### config.mk
export PLATFORM = sky130hd
export DESIGN_NAME = wcls_cell
export DESIGN_NICKNAME = d
export VERILOG_FILES = /design/src/rtl/wcls_pkg.sv /design/src/rtl/wcls_cell.sv
export SDC_FILE = /design/constraint.sdc
export NUM_CORES = 1
export LEC_CHECK = 0
export BUFFER_PORTS_ARGS = -buffer_cell sky130_fd_sc_hd__buf_2
export CAP_MARGIN = 15
export CORE_MARGIN = 5
export CORE_UTILIZATION = 42
export DETAILED_ROUTE_END_ITERATION = 12
export GPL_TIMING_DRIVEN = 1
export PLACE_DENSITY = 0.87
export SYNTH_ARGS = -nofsm -noshare
export SYNTH_HDL_FRONTEND = slang
export SYNTH_SLANG_ARGS = --single-unit
### constraint.sdc
create_clock -name i_clk -period 1.5 [get_ports i_clk]
set_input_delay 0.15 -clock i_clk [delete_from_list [all_inputs] [get_ports i_clk]]
set_output_delay 0.15 -clock i_clk [all_outputs]
set_load 0.01 [all_outputs]
### src/rtl/wcls_pkg.sv
`timescale 1ns / 1ps
`default_nettype none
// ----------------------------------------------------------------------------
// wcls_pkg: shared types and constants for the leaf statistics block
// Command codes, configuration indexes, the controller state type and the
// control group that drives the row of class cells.
// ----------------------------------------------------------------------------
package wcls_pkg;

    // Default number of class cells in the ring.
    localparam int NUM_CLASSES_DEF = 8;

    // Command codes.
    localparam logic [2:0] CMD_CLEAR  = 3'd0;
    localparam logic [2:0] CMD_ADD    = 3'd1;
    localparam logic [2:0] CMD_REMOVE = 3'd2;
    localparam logic [2:0] CMD_QUERY  = 3'd3;
    localparam logic [2:0] CMD_LOAD   = 3'd4;

    // Configuration register indexes.
    localparam logic [1:0] CFG_LOSS_MODE    = 2'd0;
    localparam logic [1:0] CFG_LOSS_SCALE   = 2'd1;
    localparam logic [1:0] CFG_MISSING_LEAF = 2'd2;
    localparam logic [1:0] CFG_NUM_CLASSES  = 2'd3;

    localparam int CFG_IDX_W  = 2;
    localparam int CFG_DATA_W = 24;

    // Result and divider widths.
    localparam int ERR_W   = 48;
    localparam int DIV_Q_W = 48;
    localparam int DIV_C_W = 6;
    localparam int BIT_W   = 6;

    localparam logic [47:0] MAX48 = 48'hFFFF_FFFF_FFFF;
    localparam logic [31:0] MAX32 = 32'hFFFF_FFFF;
    localparam logic [23:0] MAX24 = 24'hFF_FFFF;

    // Controller states.
    typedef enum logic [3:0] {
        ST_IDLE,
        ST_UPD,
        ST_WIN,
        ST_LOSS,
        ST_CONF,
        ST_CDIV,
        ST_MISC,
        ST_MUL,
        ST_LCHK,
        ST_LDIV,
        ST_CAP,
        ST_OUT
    } t_state;

    // Control shared by every cell of the ring.
    typedef struct packed {
        logic shift;
        logic clr_sums;
    } t_cell_ctl;

endpackage

`default_nettype wire

### src/rtl/wcls_cell.sv
`timescale 1ns / 1ps
`default_nettype none
// ----------------------------------------------------------------------------
// wcls_cell: one class cell of the ring
// Holds a class value and its weight sum and takes its neighbor's pair on
// every shift.
// ----------------------------------------------------------------------------
module wcls_cell (
    input  wire                    i_clk,
    input  wire                    i_rst_n,
    input  wire wcls_pkg::t_cell_ctl i_ctl,
    input  wire                    i_ld,
    input  wire  signed [15:0]     i_ld_val,
    input  wire  signed [15:0]     i_nb_val,
    input  wire         [31:0]     i_nb_sum,
    output logic signed [15:0]     o_val,
    output logic        [31:0]     o_sum
);
    import wcls_pkg::*;

    logic signed [15:0] r_val;
    logic        [31:0] r_sum;

    // Class value: written by a load, otherwise moves with the ring.
    always_ff @(posedge i_clk) begin
        if (i_ld) begin
            r_val <= i_ld_val;
        end else if (i_ctl.shift) begin
            r_val <= i_nb_val;
        end
    end

    // Weight sum: cleared by reset or a clear command.
    always_ff @(posedge i_clk) begin
        if (!i_rst_n || i_ctl.clr_sums) begin
            r_sum <= '0;
        end else if (i_ctl.shift) begin
            r_sum <= i_nb_sum;
        end
    end

    assign o_val = r_val;
    assign o_sum = r_sum;

endmodule

`default_nettype wire

==> impl_metrics.prom <==
# TYPE chip_impl_metric gauge
chip_impl_metric{name="initial_core_util",unit="%"} 43.2
chip_impl_metric{name="drive_above_1_share",unit="%"} 55.4
chip_impl_metric{name="critical_path_depth",unit=""} 1
chip_impl_metric{name="syn_inst",unit=""} 139
chip_impl_metric{name="numCtsBuffers",unit=""} 5
chip_impl_metric{name="clkSlewWorstSetupHoldPaths",unit="ns"} 0.08
chip_impl_metric{name="chipHeight",unit="µm"} 77.0
chip_impl_metric{name="antennaDiodeCount",unit=""} 0
chip_impl_metric{name="timing.reg2reg.worst_path_depth",unit=""} 2
chip_impl_metric{name="areaGrowthSynthToFinish",unit="%"} 37.2
chip_impl_metric{name="route.detailed.drc",unit=""} 0
chip_impl_metric{name="number_of_setup_violations_in_the_final_report",unit=""} 0
chip_impl_metric{name="ctsHtreeMaxLevel",unit=""} 2
chip_impl_info{name="setup.worst_path.class",value="flop to primary output"} 1
chip_impl_metric{name="final_nets",unit=""} 326
chip_impl_info{name="timing.hold.worst.class",value="input pin to flop"} 1
chip_impl_info{name="cp_top_family",value="flip-flops"} 1
chip_impl_metric{name="ir_worst_vdd",unit="µV"} 569
chip_impl_metric{name="total_leakage_power",unit="nW"} 1.33
chip_impl_metric{name="route.detailed.wl_per_inst",unit="µm"} 13.3
chip_impl_metric{name="synth_area",unit="µm²"} 1880
chip_impl_metric{name="tns",unit="ns"} 0
chip_impl_metric{name="power_density",unit="nW/µm²"} 1050
chip_impl_metric{name="max-slew-margin-rel",unit="%"} 70.9
chip_impl_metric{name="syn_area_per_cell",unit="µm²"} 13.5
chip_impl_metric{name="grt_remaining_overflow",unit=""} 0
chip_impl_info{name="critical_path.startpoint_type",value="flop"} 1
chip_impl_metric{name="dp_hpwl",unit="µm"} 3280
chip_impl_info{name="cts_tree",value="done"} 1
chip_impl_info{name="worstPathCellList",value="buf_2"} 1
chip_impl_metric{name="stdcell_area",unit="µm²"} 2580
chip_impl_metric{name="grt_util_met1",unit="%"} 15.3
chip_impl_metric{name="first_iter_violations",unit=""} 39
chip_impl_metric{name="cts.repair_timing.setup_buffer_count",unit=""} 0
chip_impl_metric{name="cp.required",unit="ns"} 1.35
chip_impl_metric{name="synth-simple-area-share",unit="%"} 7.04
chip_impl_metric{name="first_global_vias",unit=""} 1603
chip_impl_metric{name="route.final.wire_length",unit="µm"} 4120
chip_impl_metric{name="antenna_found_initial",unit=""} 0
chip_impl_info{name="clockRootBuffer",value="sky130_fd_sc_hd__clkbuf_8"} 1
chip_impl_metric{name="seq_area",unit="µm²"} 1120
chip_impl_metric{name="globalRouteTotalUtil",unit="%"} 14.4
chip_impl_metric{name="clk_path_buf_depth",unit=""} 2
chip_impl_metric{name="antenna_violating_nets_post_route",unit=""} 0
chip_impl_info{name="dominant_combinational_cell_family_by_area_after_synthesis",value="multiplexers"} 1
chip_impl_metric{name="total_number_of_vias",unit=""} 1429
chip_impl_metric{name="timing.critical_path.fanout_max",unit=""} 1
chip_impl_metric{name="unique_cell_type_count_in_the_yosys_netlist",unit=""} 12
chip_impl_info{name="grt-busiest-layer",value="met2"} 1
chip_impl_metric{name="timing.final.ws_setup",unit="ns"} 0.526
chip_impl_metric{name="finalMaxSlewViolations",unit=""} 0
chip_impl_metric{name="hold-path-cell-count",unit=""} 3
chip_impl_metric{name="final_report_hold_violation_count",unit=""} 0
chip_impl_metric{name="via_per_instance_ratio",unit=""} 4.61
chip_impl_metric{name="placement_rows",unit=""} 24
chip_impl_metric{name="clkSinkCount",unit=""} 48
chip_impl_metric{name="pin_count_of_the_biggest_net_entering_global_routing",unit=""} 33
chip_impl_metric{name="clock_skew_after_layout",unit="ns"} 0
chip_impl_metric{name="grt_pass1_wl",unit="µm"} 6980
chip_impl_metric{name="layout.filler_cells",unit=""} 371
chip_impl_info{name="setup_repair_after_global_routing_missed_its_margin",value="false"} 1
chip_impl_metric{name="ys_seq_area_share",unit="%"} 59.5
chip_impl_metric{name="synth.yosys.warnings",unit=""} 0
chip_impl_metric{name="fp.dieArea",unit="µm²"} 5920
chip_impl_metric{name="maxClockFrequency",unit="MHz"} 1030
chip_impl_metric{name="critPathMaxStageDelay",unit="ns"} 0.38
chip_impl_metric{name="detailedRoute.firstPassIterationCount",unit=""} 5
chip_impl_metric{name="fin_crit_sh",unit="%"} 64.9
chip_impl_metric{name="yosys.area_share.adder",unit="%"} 0
chip_impl_metric{name="syn-num-nets",unit=""} 208
chip_impl_info{name="outcome",value="completed"} 1
chip_impl_metric{name="place.gp.congestion",unit=""} 0.709
chip_impl_metric{name="io_pins",unit=""} 117
chip_impl_metric{name="dpl_worst_slack",unit="ns"} 0.311
chip_impl_metric{name="placed_cell_area",unit="µm²"} 2480
chip_impl_metric{name="core_area",unit="µm²"} 4350
chip_impl_metric{name="synth_compound_area_share",unit="%"} 0
chip_impl_metric{name="cts_hold_repair.buffers",unit=""} 0
chip_impl_metric{name="timing.critical_path.buf_inv",unit=""} 1
chip_impl_metric{name="met3_usage",unit="%"} 5.62
chip_impl_metric{name="portBuffers",unit=""} 116
chip_impl_metric{name="post_synth_mux_area_share",unit="%"} 28.4
chip_impl_metric{name="final_period_minus_worst_setup_slack",unit="ns"} 0.974
chip_impl_metric{name="use_met2",unit="%"} 25.8
chip_impl_metric{name="max_cap_viol_count",unit=""} 0
chip_impl_metric{name="worst_pin_slew",unit="ns"} 0.436
chip_impl_info{name="critical_path.slowest_cell",value="sky130_fd_sc_hd__edfxtp_1"} 1
chip_impl_metric{name="ys_seq_elements",unit=""} 48
chip_impl_metric{name="cts_repair_resize_count",unit=""} 0
chip_impl_metric{name="synth_xor_xnor_area_share",unit="%"} 0
chip_impl_info{name="cp-end-kind",value="primary output"} 1
chip_impl_metric{name="die-width",unit="µm"} 77.0
chip_impl_metric{name="timing.critical_path.arrival",unit="ns"} 0.82
chip_impl_metric{name="multi_input_comb_area",unit="µm²"} 667
chip_impl_metric{name="insertion_delay",unit="ns"} 0.28
[layout make-up]
class	count	area share [%]
repair buffers	120	24.1
clock inverters	2	1.36
flip-flops and latches	48	43.4
clock buffers	6	2.81
well taps	52	2.52
multi-input cells	82	25.8
[worst reg2reg max path, delay by kind of cell, from the launching register on]
| family | cells | cell delay (ns) |
|---|---|---|
| flops | 1 | 0.31 |
| simple gates | 1 | 0.05 |
| mux | 1 | 0.14 |
[cells by family (layout without fill, tap and decap cells)]
logic type    after synthesis  after routing
mux                        48             48
flops                      48             48
simple gates               34             34
buf+inv                     9            128
[stage by stage]
| step | hold WS, ns | power (mW) | instances | utilization (%) |
|---|---|---|---|---|
| after floorplan | 0.297 | 1.69 | 139 | - |
| after global routing | 0.0954 | 2.85 | 310 | 59.3 |
| final | 0.0951 | 2.72 | 310 | 59.3 |
| after global placement | 0.383 | 1.86 | 302 | 56.9 |
| after detailed placement | 0.394 | 1.87 | 302 | 56.9 |
| after CTS | 0.0864 | 2.76 | 310 | 59.3 |
[cell usage after synthesis (all sizes together)]
cell type  instances  area share, %
mux2i             32             17
dfxtp             32             34
nand2b             1           0.33
nor2              32            6.4
mux2              16             11
edfxtp            16             26
buf                9            5.0
or2                1           0.33
[where the power goes]
part           internal (mW)  switching, mW
logic                  0.206          0.177
registers               1.42         0.0230
clock network          0.493          0.392
[cell usage in the layout, fill, tap and decap left out]
cell type                      n
sky130_fd_sc_hd__clkinvlp_2    1
sky130_fd_sc_hd__bufinv_16     1
sky130_fd_sc_hd__nand2b_1      1
sky130_fd_sc_hd__mux2_2        7
sky130_fd_sc_hd__or2_1         1
sky130_fd_sc_hd__clkbuf_8      5
sky130_fd_sc_hd__mux2_4        9
sky130_fd_sc_hd__edfxtp_1     16
sky130_fd_sc_hd__buf_12        1
sky130_fd_sc_hd__mux2i_1      32
sky130_fd_sc_hd__buf_2       116
sky130_fd_sc_hd__nor2_1       32
sky130_fd_sc_hd__clkbuf_1      1
sky130_fd_sc_hd__dfxtp_1      32
sky130_fd_sc_hd__buf_4         3
[registers in the layout (all words and copies together), names as in the netlist]
register	count
o_val	16
o_sum	32
[routing by layer]
| metal | part of all wire, % | up-vias |
|---|---|---|
| li1 | - | 709 |
| met1 | 38 | 642 |
| met2 | 49 | 71 |
| met3 | 11 | 7 |
| met4 | 1.1 | 0 |
| met5 | 0 | - |
[worst paths after layout]
path,start,end,slack (ns)
max,o_val[3]$_DFFE_PP_,o_val[3],0.53
min,i_nb_sum[31],o_sum[31]$_SDFFE_PP0P_,0.1
max reg2reg,o_sum[19]$_SDFFE_PP0P_,o_sum[19]$_SDFFE_PP0P_,0.88
min reg2reg,o_sum[26]$_SDFFE_PP0P_,o_sum[26]$_SDFFE_PP0P_,0.49
No activity file was read; power rests on OpenSTA's default activity.
