`src/rtl/wcls_pkg.sv`:
```
`timescale 1ns / 1ps
`default_nettype none
// ----------------------------------------------------------------------------
// wcls_pkg: shared types and constants for the leaf statistics block
// Command codes, configuration indexes, the controller state type and the
// control group that drives the row of class cells.
// ----------------------------------------------------------------------------
package wcls_pkg;

    // Default number of class cells in the ring.
    localparam int NUM_CLASSES_DEF = 8;

    // Command codes.
    localparam logic [2:0] CMD_CLEAR  = 3'd0;
    localparam logic [2:0] CMD_ADD    = 3'd1;
    localparam logic [2:0] CMD_REMOVE = 3'd2;
    localparam logic [2:0] CMD_QUERY  = 3'd3;
    localparam logic [2:0] CMD_LOAD   = 3'd4;

    // Configuration register indexes.
    localparam logic [1:0] CFG_LOSS_MODE    = 2'd0;
    localparam logic [1:0] CFG_LOSS_SCALE   = 2'd1;
    localparam logic [1:0] CFG_MISSING_LEAF = 2'd2;
    localparam logic [1:0] CFG_NUM_CLASSES  = 2'd3;

    localparam int CFG_IDX_W  = 2;
    localparam int CFG_DATA_W = 24;

    // Result and divider widths.
    localparam int ERR_W   = 48;
    localparam int DIV_Q_W = 48;
    localparam int DIV_C_W = 6;
    localparam int BIT_W   = 6;

    localparam logic [47:0] MAX48 = 48'hFFFF_FFFF_FFFF;
    localparam logic [31:0] MAX32 = 32'hFFFF_FFFF;
    localparam logic [23:0] MAX24 = 24'hFF_FFFF;

    // Controller states.
    typedef enum logic [3:0] {
        ST_IDLE,
        ST_UPD,
        ST_WIN,
        ST_LOSS,
        ST_CONF,
        ST_CDIV,
        ST_MISC,
        ST_MUL,
        ST_LCHK,
        ST_LDIV,
        ST_CAP,
        ST_OUT
    } t_state;

    // Control shared by every cell of the ring.
    typedef struct packed {
        logic shift;
        logic clr_sums;
    } t_cell_ctl;

endpackage

`default_nettype wire

```
`src/rtl/wcls_div.sv`:
```
`timescale 1ns / 1ps
`default_nettype none
// ----------------------------------------------------------------------------
// wcls_div: restoring divider, one quotient bit per cycle
// Starts from a partial remainder below the divisor and shifts in the
// remaining dividend bits, most significant first.
// ----------------------------------------------------------------------------
module wcls_div (
    input  wire                               i_clk,
    input  wire                               i_rst_n,
    input  wire                               i_start,
    input  wire  [31:0]                       i_rem,
    input  wire  [wcls_pkg::DIV_Q_W-1:0]      i_low,
    input  wire  [wcls_pkg::DIV_C_W-1:0]      i_count,
    input  wire  [31:0]                       i_divisor,
    output logic                              o_done,
    output logic [wcls_pkg::DIV_Q_W-1:0]      o_quot
);
    import wcls_pkg::*;

    logic                 r_busy;
    logic                 r_done;
    logic [DIV_C_W-1:0]   r_cnt;
    logic [31:0]          r_rem;
    logic [DIV_Q_W-1:0]   r_low;
    logic [DIV_Q_W-1:0]   r_quot;
    logic [32:0]          w_trial;
    logic                 w_ge;

    // Trial subtraction of the shifted remainder.
    assign w_trial = {r_rem, r_low[DIV_Q_W-1]};
    assign w_ge    = (w_trial >= {1'b0, i_divisor});

    // Control: busy flag, bit counter and done pulse.
    always_ff @(posedge i_clk) begin
        if (!i_rst_n) begin
            r_busy <= 1'b0;
            r_done <= 1'b0;
            r_cnt  <= '0;
        end else if (i_start) begin
            r_busy <= 1'b1;
            r_done <= 1'b0;
            r_cnt  <= i_count;
        end else if (r_busy) begin
            r_cnt  <= r_cnt - 1'b1;
            r_done <= (r_cnt == DIV_C_W'(1));
            r_busy <= (r_cnt != DIV_C_W'(1));
        end else begin
            r_done <= 1'b0;
        end
    end

    // Data path: remainder, pending dividend bits and quotient.
    always_ff @(posedge i_clk) begin
        if (i_start) begin
            r_rem  <= i_rem;
            r_low  <= i_low;
            r_quot <= '0;
        end else if (r_busy) begin
            r_rem  <= w_ge ? 32'(w_trial - {1'b0, i_divisor}) : w_trial[31:0];
            r_low  <= {r_low[DIV_Q_W-2:0], 1'b0};
            r_quot <= {r_quot[DIV_Q_W-2:0], w_ge};
        end
    end

    assign o_done = r_done;
    assign o_quot = r_quot;

endmodule

`default_nettype wire

```
`config.mk`:
```
export PLATFORM = sky130hd
export DESIGN_NAME = wcls_div
export DESIGN_NICKNAME = d
export VERILOG_FILES = /design/src/rtl/wcls_pkg.sv /design/src/rtl/wcls_div.sv
export SDC_FILE = /design/constraint.sdc
export NUM_CORES = 1
export LEC_CHECK = 0
export ABC_AREA = 1
export CAP_MARGIN = 20
export CORE_MARGIN = 1.5
export CORE_UTILIZATION = 62
export CTS_CLUSTER_SIZE = 40
export DETAILED_ROUTE_END_ITERATION = 6
export DONT_BUFFER_PORTS = 1
export PLACE_DENSITY = 0.81
export SYNTH_ARGS = -nofsm -noshare
export SYNTH_HDL_FRONTEND = slang
export SYNTH_SLANG_ARGS = --single-unit
```
`constraint.sdc`:
```
create_clock -name i_clk -period 6.7 [get_ports i_clk]
set_clock_uncertainty 0.1 [all_clocks]
set_input_delay 1.005 -clock i_clk [delete_from_list [all_inputs] [get_ports i_clk]]
set_output_delay 1.005 -clock i_clk [all_outputs]
set_load 0.01 [all_outputs]
```
==> results.sh, run 1 <==
export IMPL_die_area_um2=14300
export IMPL_worstPathCellList="inv_1 > ha_1 > a21oi_1 > nand2_1 > a21oi_1 > nand2_2 > nor2_4 > nand2_4 > nand2_1 > nand3_1 > nand2_1"
export IMPL_io_pins=170
export IMPL_grt_max_degree=89
export IMPL_synth_xor_area_frac=0.0146
export IMPL_pwr_density_cell_nw_per_um2=302
export IMPL_ys_async_sr_fraction=0
export IMPL_cp_max_fo=33
export IMPL_port_buffers=0
export IMPL_grt_pass1_vias=6913
export IMPL_clock_root_buffer="clkbuf_16"
export IMPL_netlist_instances=1204
export IMPL_grt_pass1_wl_um=32700
export IMPL_ys_types=34
export IMPL_cts_setup_buffers=0
export IMPL_mostFrequentLayoutCells="nand2_1, inv_1, edfxtp_1"
export IMPL_cts_max_level=4
export IMPL_fp_dieH_um=120
export IMPL_drc=0
export IMPL_first_iter_violations=418
export IMPL_gp_congestion=1.00
export IMPL_ys_ff_latch=136
export IMPL_max_cap_violations=0
export IMPL_avgViaCountPerCell=5.32
export IMPL_num_vias=7333
export IMPL_hold_buffers=0
export IMPL_rsz0062_at_grt="no"
export IMPL_drv_slew=0
export IMPL_worst_ep_arrival_time_ns=3.55
export IMPL_cts_resized=0
export IMPL_min_period_ns=3.35
export IMPL_combPwrFrac=0.292
export IMPL_regToRegSetupSlack_ns=3.53
export IMPL_finalSetupViolCount=0
export IMPL_clock_sinks=136
export IMPL_area_delta_synth_final_pct=7.65
export IMPL_status="finished, final reports clean"
export IMPL_register_area_um2=3520
export IMPL_crit_family="simple AND/OR/NAND/NOR gates"
export IMPL_worstMarginPinSlew_ns=0.972
export IMPL_worstSetupPathType="input port to register"
export IMPL_path_common_cell="nand2_1"
export IMPL_worstSkewPairLatency_ns=0.43
export IMPL_leakage_uw=0.00460
export IMPL_pwr_share_clk=0.333
export IMPL_worst_setup_path_start_kind="input port"
export IMPL_clkTransAtPathRegs_ns=0.06
export IMPL_hold_class="register to register"
export IMPL_initial_core_util=0.636
export IMPL_clock_path_buffers=2
export IMPL_layout_commonest_cell="nand2_1"
export IMPL_synth_edf_count=80
export IMPL_end_kind="register"
export IMPL_core_area_um2=13200
export IMPL_switching_share=0.355
export IMPL_overflow=0
export IMPL_syn_nets=1360
export IMPL_synthFlopType="edfxtp_1"
export IMPL_cp_slowest_cell="nor2_4"
export IMPL_final_fill_count=1168
export IMPL_wl_per_cell_um=14.8
export IMPL_syn_avg_cell_area_um2=6.99
export IMPL_syn_area_um2=8420
export IMPL_p_int_uw=1760
export IMPL_p_sw_uw=971
export IMPL_drtAntennaViolNets=0
export IMPL_fin_setup_tns_ns=0
export IMPL_firstDrtPassIters=5
export IMPL_dp_hpwl_um=14900
export IMPL_die_x_um=120
export IMPL_min_period_over_period=0.500
export IMPL_cpPeakStageDelay_ns=0.67
export IMPL_core_rowCount=42
export IMPL_synth_seq_area_share=0.419
export IMPL_synth_top_family_by_area="simple AND/OR/NAND/NOR gates"
export IMPL_finalHoldViolCount=0
export IMPL_cts_buffers_inserted=17
export IMPL_fin_util=0.684
export IMPL_wl_um=20400
export IMPL_track_usage=0.292
export IMPL_relSlewSlack=0.352
export IMPL_drive_gt1_frac=0.0441
export IMPL_worstPathRequired_ns=6.90
export IMPL_synth_compound_area_frac=0.0574
export IMPL_yosys_area_share_simple=0.335
export IMPL_multiInputGateArea_um2=3870
export IMPL_max_freq_mhz=298
export IMPL_critPathBufInv=1
export IMPL_diodes=0
export IMPL_yosys_warnings=0
export IMPL_max_vdd_ir_drop_mv=0.263
export IMPL_p_seq_frac=0.375
export IMPL_synthAdderAreaFrac=0.0529
export IMPL_cts_tree="built"
export IMPL_synth_mux_area_frac=0
export IMPL_layout_nets=1345
export IMPL_antenna_found_initial=0
-- power groups by stage --
stage | clock, µW | combinational [µW] | sequential, µW
6_report | 911 | 799 | 1020
5_1_grt | 957 | 911 | 1030
4_1_cts | 922 | 795 | 1020
3_5_place_dp | 0 | 790 | 1040
3_3_place_gp | 0 | 780 | 1040
2_1_floorplan | 0 | 648 | 1030
-- per-layer routing --
layer | global-route usage | vias to the layer above | wire length [µm]
met3 | 0.0760 | 42 | 1420
met4 | 0.109 | 0 | 559
met1 | 0.357 | 3301 | 8440
li1 | - | 3746 | -
met5 | 0 | - | 0
met2 | 0.497 | 244 | 9940
-- cell type report --
cell class | count | share of cell area
repair buffers | 3 | 0.00249
inverters | 225 | 0.0935
well taps | 176 | 0.0243
clock inverters | 15 | 0.0173
flip-flops and latches | 136 | 0.389
multi-input cells | 806 | 0.427
clock buffers | 17 | 0.0469
-- tightest hold or removal path, stage by stage, from the launching register on --
cell and delay, ns:
dfxtp_1 0.32, nand2_1 0.06, a31oi_1 0.07
-- registers in the layout, summed over array words and instances (netlist names) --
signal and count:
o_done 1, o_quot 48, r_busy 1, r_cnt 6, r_low 48, r_rem 32
-- Yosys cell counts, types with 2 or more instances --
cell type  number  area share
buf_1           3      0.0013
inv_1         220       0.098
nor3_1          4      0.0024
nor2_1         53       0.024
nand3_1        75       0.045
nand2_4         2      0.0027
inv_2           4      0.0018
a21oi_1        18       0.011
dfxtp_1        56        0.13
nor2_2          3      0.0022
edfxtp_1       80        0.29
and2_1          2      0.0015
nand3b_1       26       0.023
buf_6           5      0.0067
ha_1           34       0.051
clkbuf_1       24       0.011
a31oi_1         3      0.0022
o22ai_1        46       0.034
nand2_1       490        0.22
nand4_1        11      0.0082
buf_2           5      0.0030
xnor2_1        14       0.015
o21ai_0        11      0.0065
nand2_2         5      0.0037
-- logic make-up (layout without fill, tap and decap cells) --
logic type,after synthesis,count (layout)
simple gates,675,675
xor+xnor,14,14
buf+inv,262,260
compound gates,82,82
fa+ha+maj,35,35
flops,136,136
-- metrics by stage --
| stage | hold slack [ns] | cells | cell area [µm²] | worst slack [ns] | power (µW) |
|---|---|---|---|---|---|
| CTS | 0.406 | 1378 | 9060 | 3.37 | 2740 |
| global route | 0.430 | 1378 | 9060 | 3.11 | 2900 |
| finish | 0.404 | 1378 | 9060 | 3.35 | 2730 |
| detailed placement | 0.387 | 1346 | 8480 | 2.91 | 1830 |
| floorplan | 0.361 | 1204 | 8420 | 2.43 | 1680 |
| global placement | 0.375 | 1346 | 8480 | 2.98 | 1820 |
-- path summary, 6_finish.rpt --
path	from	endpoint	cells after the start
setup reg to reg	r_rem[27]	r_rem[18]	10
setup / recovery	i_divisor[28]	r_rem[18]	11
hold reg to reg	r_cnt[5]	r_cnt[5]	2
hold / removal	r_cnt[5]	r_cnt[5]	2
Power figures use the tool's default switching activity.
==> run 2, diff against run 1 <==
--- a/config.mk
+++ b/config.mk
@@ -8,11 +8,11 @@
 export ABC_AREA = 1
 export CAP_MARGIN = 20
 export CORE_MARGIN = 1.5
-export CORE_UTILIZATION = 62
+export CORE_UTILIZATION = 58
 export CTS_CLUSTER_SIZE = 40
 export DETAILED_ROUTE_END_ITERATION = 6
 export DONT_BUFFER_PORTS = 1
-export PLACE_DENSITY = 0.81
+export PLACE_DENSITY = 0.79
 export SYNTH_ARGS = -nofsm -noshare
 export SYNTH_HDL_FRONTEND = slang
 export SYNTH_SLANG_ARGS = --single-unit
==> constraint.sdc (replaced) <==
create_clock -name i_clk -period 2.7 [get_ports i_clk]
set_clock_uncertainty 0.1 [all_clocks]
set_input_delay 0.405 -clock i_clk [delete_from_list [all_inputs] [get_ports i_clk]]
set_output_delay 0.405 -clock i_clk [all_outputs]
set_load 0.01 [all_outputs]
==> run 2 against run 1 <==
Against the previous run:
- clock power rose to 2.5 times the previous value
- die area increased by 6.7%
- cell count increased by 1.2%
- highest routed layer unchanged
- largest cell class unchanged
- wire length rose by 3.9%
- cell area increased by 1.8%
- sequential power is 150% higher
- register-to-register slack lost 3.4 ns
- non-clock buffer count is 13 higher
- flip-flop and latch count unchanged
- count of clock-buffer cells in the layout is 3 higher
==> results.sh, run 2 (synthesis results as in run 1) <==
export IMPL_status="finished, final reports clean"
export IMPL_register_area_um2=3520
export IMPL_relSlewSlack=0.486
export IMPL_min_period_over_period=0.947
export IMPL_p_int_uw=4540
export IMPL_worstPathCellList="ha_1 > nand2_1 > nor2_2 > nand3_1 > nor2_1 > nand2_1 > nand2_2 > nor2_4 > nand2_4 > buf_12 > nand2_1 > nand3_1 > nand2_1"
export IMPL_cts_tree="built"
export IMPL_max_freq_mhz=391
export IMPL_core_area_um2=14000
export IMPL_avgViaCountPerCell=5.37
export IMPL_clock_sinks=136
export IMPL_first_iter_violations=432
export IMPL_end_kind="register"
export IMPL_cts_max_level=4
export IMPL_num_vias=7489
export IMPL_use_met2=0.474
export IMPL_grt_pass1_vias=7224
export IMPL_io_pins=170
export IMPL_rsz0062_at_grt="no"
export IMPL_switching_share=0.345
export IMPL_fin_setup_tns_ns=0
export IMPL_grtUsageMet3=0.0761
export IMPL_path_common_cell="nand2_1"
export IMPL_core_rowCount=43
export IMPL_finalSetupViolCount=0
export IMPL_layout_commonest_cell="nand2_1"
export IMPL_pwr_density_cell_nw_per_um2=753
export IMPL_finalHoldViolCount=0
export IMPL_clock_path_buffers=2
export IMPL_diodes=0
export IMPL_hold_class="input port to register"
export IMPL_worstMarginPinSlew_ns=0.770
export IMPL_grt_pass1_wl_um=33800
export IMPL_worstPathRequired_ns=2.78
export IMPL_stdcell_count=1395
export IMPL_firstDrtPassIters=5
export IMPL_gp_congestion=0.957
export IMPL_max_vdd_ir_drop_mv=0.526
export IMPL_grtUsageMet1=0.353
export IMPL_hold_path_cell_count=2
export IMPL_reg2reg_depth=13
export IMPL_worstSetupPathType="register to register"
export IMPL_final_fill_count=1273
export IMPL_drc=0
export IMPL_p_sw_uw=2400
export IMPL_dp_hpwl_um=15400
export IMPL_place_inst=1362
export IMPL_top_usage_layer="met2"
export IMPL_die_x_um=123
export IMPL_drtAntennaViolNets=0
export IMPL_multiInputGateArea_um2=3870
export IMPL_cp_slowest_cell="ha_1"
export IMPL_drive_gt1_frac=0.0560
export IMPL_clock_root_buffer="clkbuf_16"
export IMPL_combPwrFrac=0.302
export IMPL_fp_dieH_um=123
export IMPL_finalWorstSetupSlack_ns=0.144
export IMPL_area_delta_synth_final_pct=9.54
export IMPL_layout_nets=1358
export IMPL_die_area_um2=15200
export IMPL_finalInstanceArea_um2=9220
export IMPL_grt_max_degree=89
export IMPL_worst_setup_path_start_kind="register"
export IMPL_wl_per_cell_um=15.2
export IMPL_cp_max_fo=16
export IMPL_initial_core_util=0.599
export IMPL_min_period_ns=2.56
export IMPL_port_buffers=0
export IMPL_place_area_um2=8610
export IMPL_mostFrequentLayoutCells="nand2_1, inv_1, edfxtp_1"
export IMPL_p_seq_frac=0.366
export IMPL_max_cap_violations=0
export IMPL_antenna_found_initial=0
export IMPL_worstSkewPairLatency_ns=0.43
export IMPL_cpPeakStageDelay_ns=0.43
export IMPL_worst_ep_arrival_time_ns=2.63
export IMPL_drv_slew=0
export IMPL_cts_buffers_inserted=17
export IMPL_track_usage=0.287
export IMPL_overflow=0
export IMPL_dp_slack_ns=0.128
export IMPL_leakage_uw=0.00468
export IMPL_pwr_share_clk=0.332
export IMPL_wl_um=21100
export IMPL_clkTransAtPathRegs_ns=0.06
run 2: layout make-up:
type	count	area share
clock inverter	12	0.0106
multi-input combinational	806	0.420
tap	180	0.0244
inverter	225	0.0919
timing repair buffer	16	0.0178
sequential	136	0.382
clock buffer	20	0.0531
run 2: worst paths after layout:
| check | startpoint | end | slack (ns) |
|---|---|---|---|
| worst max-delay path | r_rem[26] | r_rem[18] | 0.14 |
| worst max register to register | r_rem[26] | r_rem[18] | 0.14 |
| worst min-delay path | i_rst_n | r_cnt[1] | 0.02 |
| worst min register to register | r_busy | r_busy | 0.40 |
run 2: through the flow:
| step | utilization | hold slack, ns | total power, µW |
|---|---|---|---|
| after floorplan | - | 0.361 | 4160 |
| after global placement | 0.613 | 0.374 | 4600 |
| after detailed placement | 0.613 | 0.392 | 4620 |
| after CTS | 0.656 | 0.000514 | 6940 |
| after global routing | 0.657 | 0.0488 | 7340 |
| final | 0.657 | 0.0172 | 6940 |
run 2: critical path, delay by kind of cell (launching register included):
family / cells / cell delay [ns]
AND/OR/NAND/NOR: 11 / 1.19
buffers and inverters: 1 / 0.16
adder cells (fa/ha/maj): 1 / 0.43
flip-flops: 1 / 0.41
run 2: power by group through the flow:
stage               combinational [µW]  sequential, µW  clock [µW]
floorplan                         1610            2550           0
global placement                  2020            2570           0
detailed placement                2040            2580           0
CTS                               2070            2540        2330
global route                      2370            2560        2410
finish                            2100            2540        2310
run 2: timing repair:
item,4_1_cts,5_1_grt
buffers inserted,0,0
setup endpoints to repair,0,21
gates resized for setup,0,4
hold buffers,1,0
hold endpoints to repair,2,0
run 2: routing by layer:
metal	part of all wire	vias up
met1	0.42	3415
li1	-	3766
met4	0.037	0
met5	0	-
met2	0.47	252
met3	0.078	56
==> run 3, diff against run 2 <==
--- a/config.mk
+++ b/config.mk
@@ -7,6 +7,7 @@
 export LEC_CHECK = 0
 export ABC_AREA = 1
 export CAP_MARGIN = 20
+export CORE_ASPECT_RATIO = 0.6
 export CORE_MARGIN = 1.5
 export CORE_UTILIZATION = 58
 export CTS_CLUSTER_SIZE = 40
==> constraint.sdc (replaced) <==
create_clock -name i_clk -period 2.3 [get_ports i_clk]
set_clock_uncertainty 0.1 [all_clocks]
set_input_delay 0.345 -clock i_clk [delete_from_list [all_inputs] [get_ports i_clk]]
set_output_delay 0.345 -clock i_clk [all_outputs]
set_load 0.01 [all_outputs]
==> run 3 against run 2 <==
Against the previous run:
- the run now ends with design-rule violations, negative setup slack left
- combinational power is 120% higher
- critical path type unchanged
- utilization increased by 19 points
- highest routed layer unchanged
- wire length increased by 46%
- flip-flop and latch count unchanged
- first-iteration DRC count rose to 2.9 times the previous value
- register-to-register slack got worse by 0.37 ns
==> results.sh, run 3 (synthesis results as in run 1) <==
export IMPL_grt_pass1_wl_um=42000
export IMPL_register_area_um2=3520
export IMPL_overflow=0
export IMPL_cts_max_level=4
export IMPL_mostFrequentLayoutCells="nand2_1, inv_1, buf_4"
export IMPL_layout_nets=1544
export IMPL_core_rowCount=33
export IMPL_dp_slack_ns=-0.325
export IMPL_diodes=0
export IMPL_initial_core_util=0.605
export IMPL_max_vdd_ir_drop_mv=0.553
export IMPL_cts_buffers_inserted=17
export IMPL_min_period_over_period=1.10
export IMPL_p_sw_uw=4040
export IMPL_status="finished, violations left"
export IMPL_num_vias=9061
export IMPL_p_int_uw=6510
export IMPL_dp_hpwl_um=19200
export IMPL_worst_setup_path_start_kind="register"
export IMPL_grt_pass1_vias=8095
export IMPL_violations="design-rule violations, negative setup slack"
export IMPL_worstReg2RegEnd="r_rem[10]"
export IMPL_worst_ep_arrival_time_ns=2.61
export IMPL_routed_top_layer="met4"
export IMPL_reg2reg_depth=13
export IMPL_wl_per_cell_um=19.3
export IMPL_min_period_ns=2.53
export IMPL_antenna_found_initial=0
export IMPL_die_x_um=159
export IMPL_finalHoldViolCount=0
export IMPL_combPwrFrac=0.445
export IMPL_cp_endpoint="r_rem[10]"
export IMPL_firstDrtPassIters=7
export IMPL_wl_um=30800
export IMPL_drc=2
export IMPL_m1WireLength_um=12200
export IMPL_worstSetupPathType="register to register"
export IMPL_core_area_um2=13900
export IMPL_layout_commonest_cell="nand2_1"
export IMPL_drv_slew=0
export IMPL_finalWorstSetupSlack_ns=-0.226
export IMPL_area_delta_synth_final_pct=40.3
export IMPL_max_freq_mhz=396
export IMPL_finalSetupViolCount=32
export IMPL_grt_max_degree=89
export IMPL_worstReg2RegStart="r_rem[26]"
export IMPL_worstPathRequired_ns=2.39
export IMPL_leakage_uw=0.00580
export IMPL_clock_root_buffer="clkbuf_16"
export IMPL_final_fill_count=794
export IMPL_pwr_density_cell_nw_per_um2=893
export IMPL_fp_dieH_um=96.3
export IMPL_port_buffers=0
export IMPL_wl_met2_um=13200
export IMPL_clkTransAtPathRegs_ns=0.08
export IMPL_track_usage=0.372
export IMPL_pwr_share_clk=0.266
export IMPL_cp_max_fo=7
export IMPL_max_cap_violations=0
export IMPL_worstMarginPinSlew_ns=0.797
export IMPL_switching_share=0.383
export IMPL_dr_wl_met3_um=4470
export IMPL_io_pins=170
export IMPL_first_iter_violations=1268
export IMPL_drive_gt1_frac=0.295
export IMPL_hold_slack_ns=0.00704
export IMPL_avgViaCountPerCell=5.69
export IMPL_end_kind="register"
export IMPL_regToRegSetupSlack_ns=-0.23
export IMPL_hold_class="input port to register"
export IMPL_rsz0062_at_grt="yes"
export IMPL_die_area_um2=15300
export IMPL_p_seq_frac=0.289
export IMPL_multiInputGateArea_um2=4900
export IMPL_clock_path_buffers=2
export IMPL_cts_tree="built"
export IMPL_clock_sinks=136
export IMPL_gp_congestion=1.04
export IMPL_drtAntennaViolNets=0
export IMPL_relSlewSlack=0.468
export IMPL_crit_start="r_rem[26]"
export IMPL_worstSkewPairLatency_ns=0.42
-- run 3: timing repair --
action / in CTS / in global routing
endpoints found under the hold margin: 12 / 0
pin swaps: 65 / 73
hold buffers: 11 / 0
endpoints found under the setup margin: 33 / 33
cloned: 0 / 2
setup buffers: 26 / 22
resized for setup: 114 / 113
-- run 3: metal layers --
layer / GRT usage / up-vias
met5: 0 / -
met2: 0.559 / 663
met1: 0.508 / 4159
met4: 0.103 / 0
met3: 0.128 / 108
li1: - / 4131
-- run 3: how the worst min path moves through the flow --
stage / from / endpoint / slack (ns) / cells after the start
floorplan: i_rst_n / r_cnt[4] / 0.34 / 2
global placement: i_rst_n / r_cnt[4] / 0.35 / 2
detailed placement: i_rst_n / r_cnt[4] / 0.35 / 2
CTS: i_count[3] / r_cnt[3] / 0.002 / 2
global route: i_count[5] / r_cnt[5] / 0.01 / 2
finish: i_rem[10] / r_rem[10] / 0.007 / 2
-- run 3: power groups by stage --
stage               clock network (µW)  logic (µW)  registers [µW]
floorplan                            0        1890            2990
global placement                     0        3220            3030
detailed placement                   0        3260            3030
CTS                               2810        3870            3030
global route                      2910        4940            3060
finish                            2810        4690            3050
-- run 3: cell type report --
class	instances	area share
multi-input combinational	807	0.414
sequential	136	0.298
timing repair buffer	201	0.144
inverter	225	0.0717
clock buffer	17	0.0360
tap	192	0.0203
clock inverter	15	0.0148
-- run 3: worst max-delay path, cell delays in order (launching register included) --
cell,delay (ns)
edfxtp_1,0.44
ha_4,0.26
nand2_2,0.11
inv_1,0.07
nand2_2,0.07
nand2_1,0.08
a21oi_2,0.20
nand2_4,0.08
nor2_4,0.23
buf_8,0.19
buf_6,0.14
nand3b_1,0.11
nand3_1,0.12
nand2_1,0.06
-- run 3: per-stage QoR --
| stage | instances | utilization | instance area [µm²] | TNS [ns] | power [µW] |
|---|---|---|---|---|---|
| after detailed placement | 1502 | 0.693 | 9640 | -9.00 | 6290 |
| after CTS | 1569 | 0.803 | 11200 | -0.925 | 9710 |
| final | 1593 | 0.849 | 11800 | -4.04 | 10600 |
| after floorplan | 1204 | - | 8420 | 0 | 4880 |
| after global placement | 1502 | 0.693 | 9640 | -7.86 | 6250 |
| after global routing | 1593 | 0.849 | 11800 | -6.53 | 10900 |
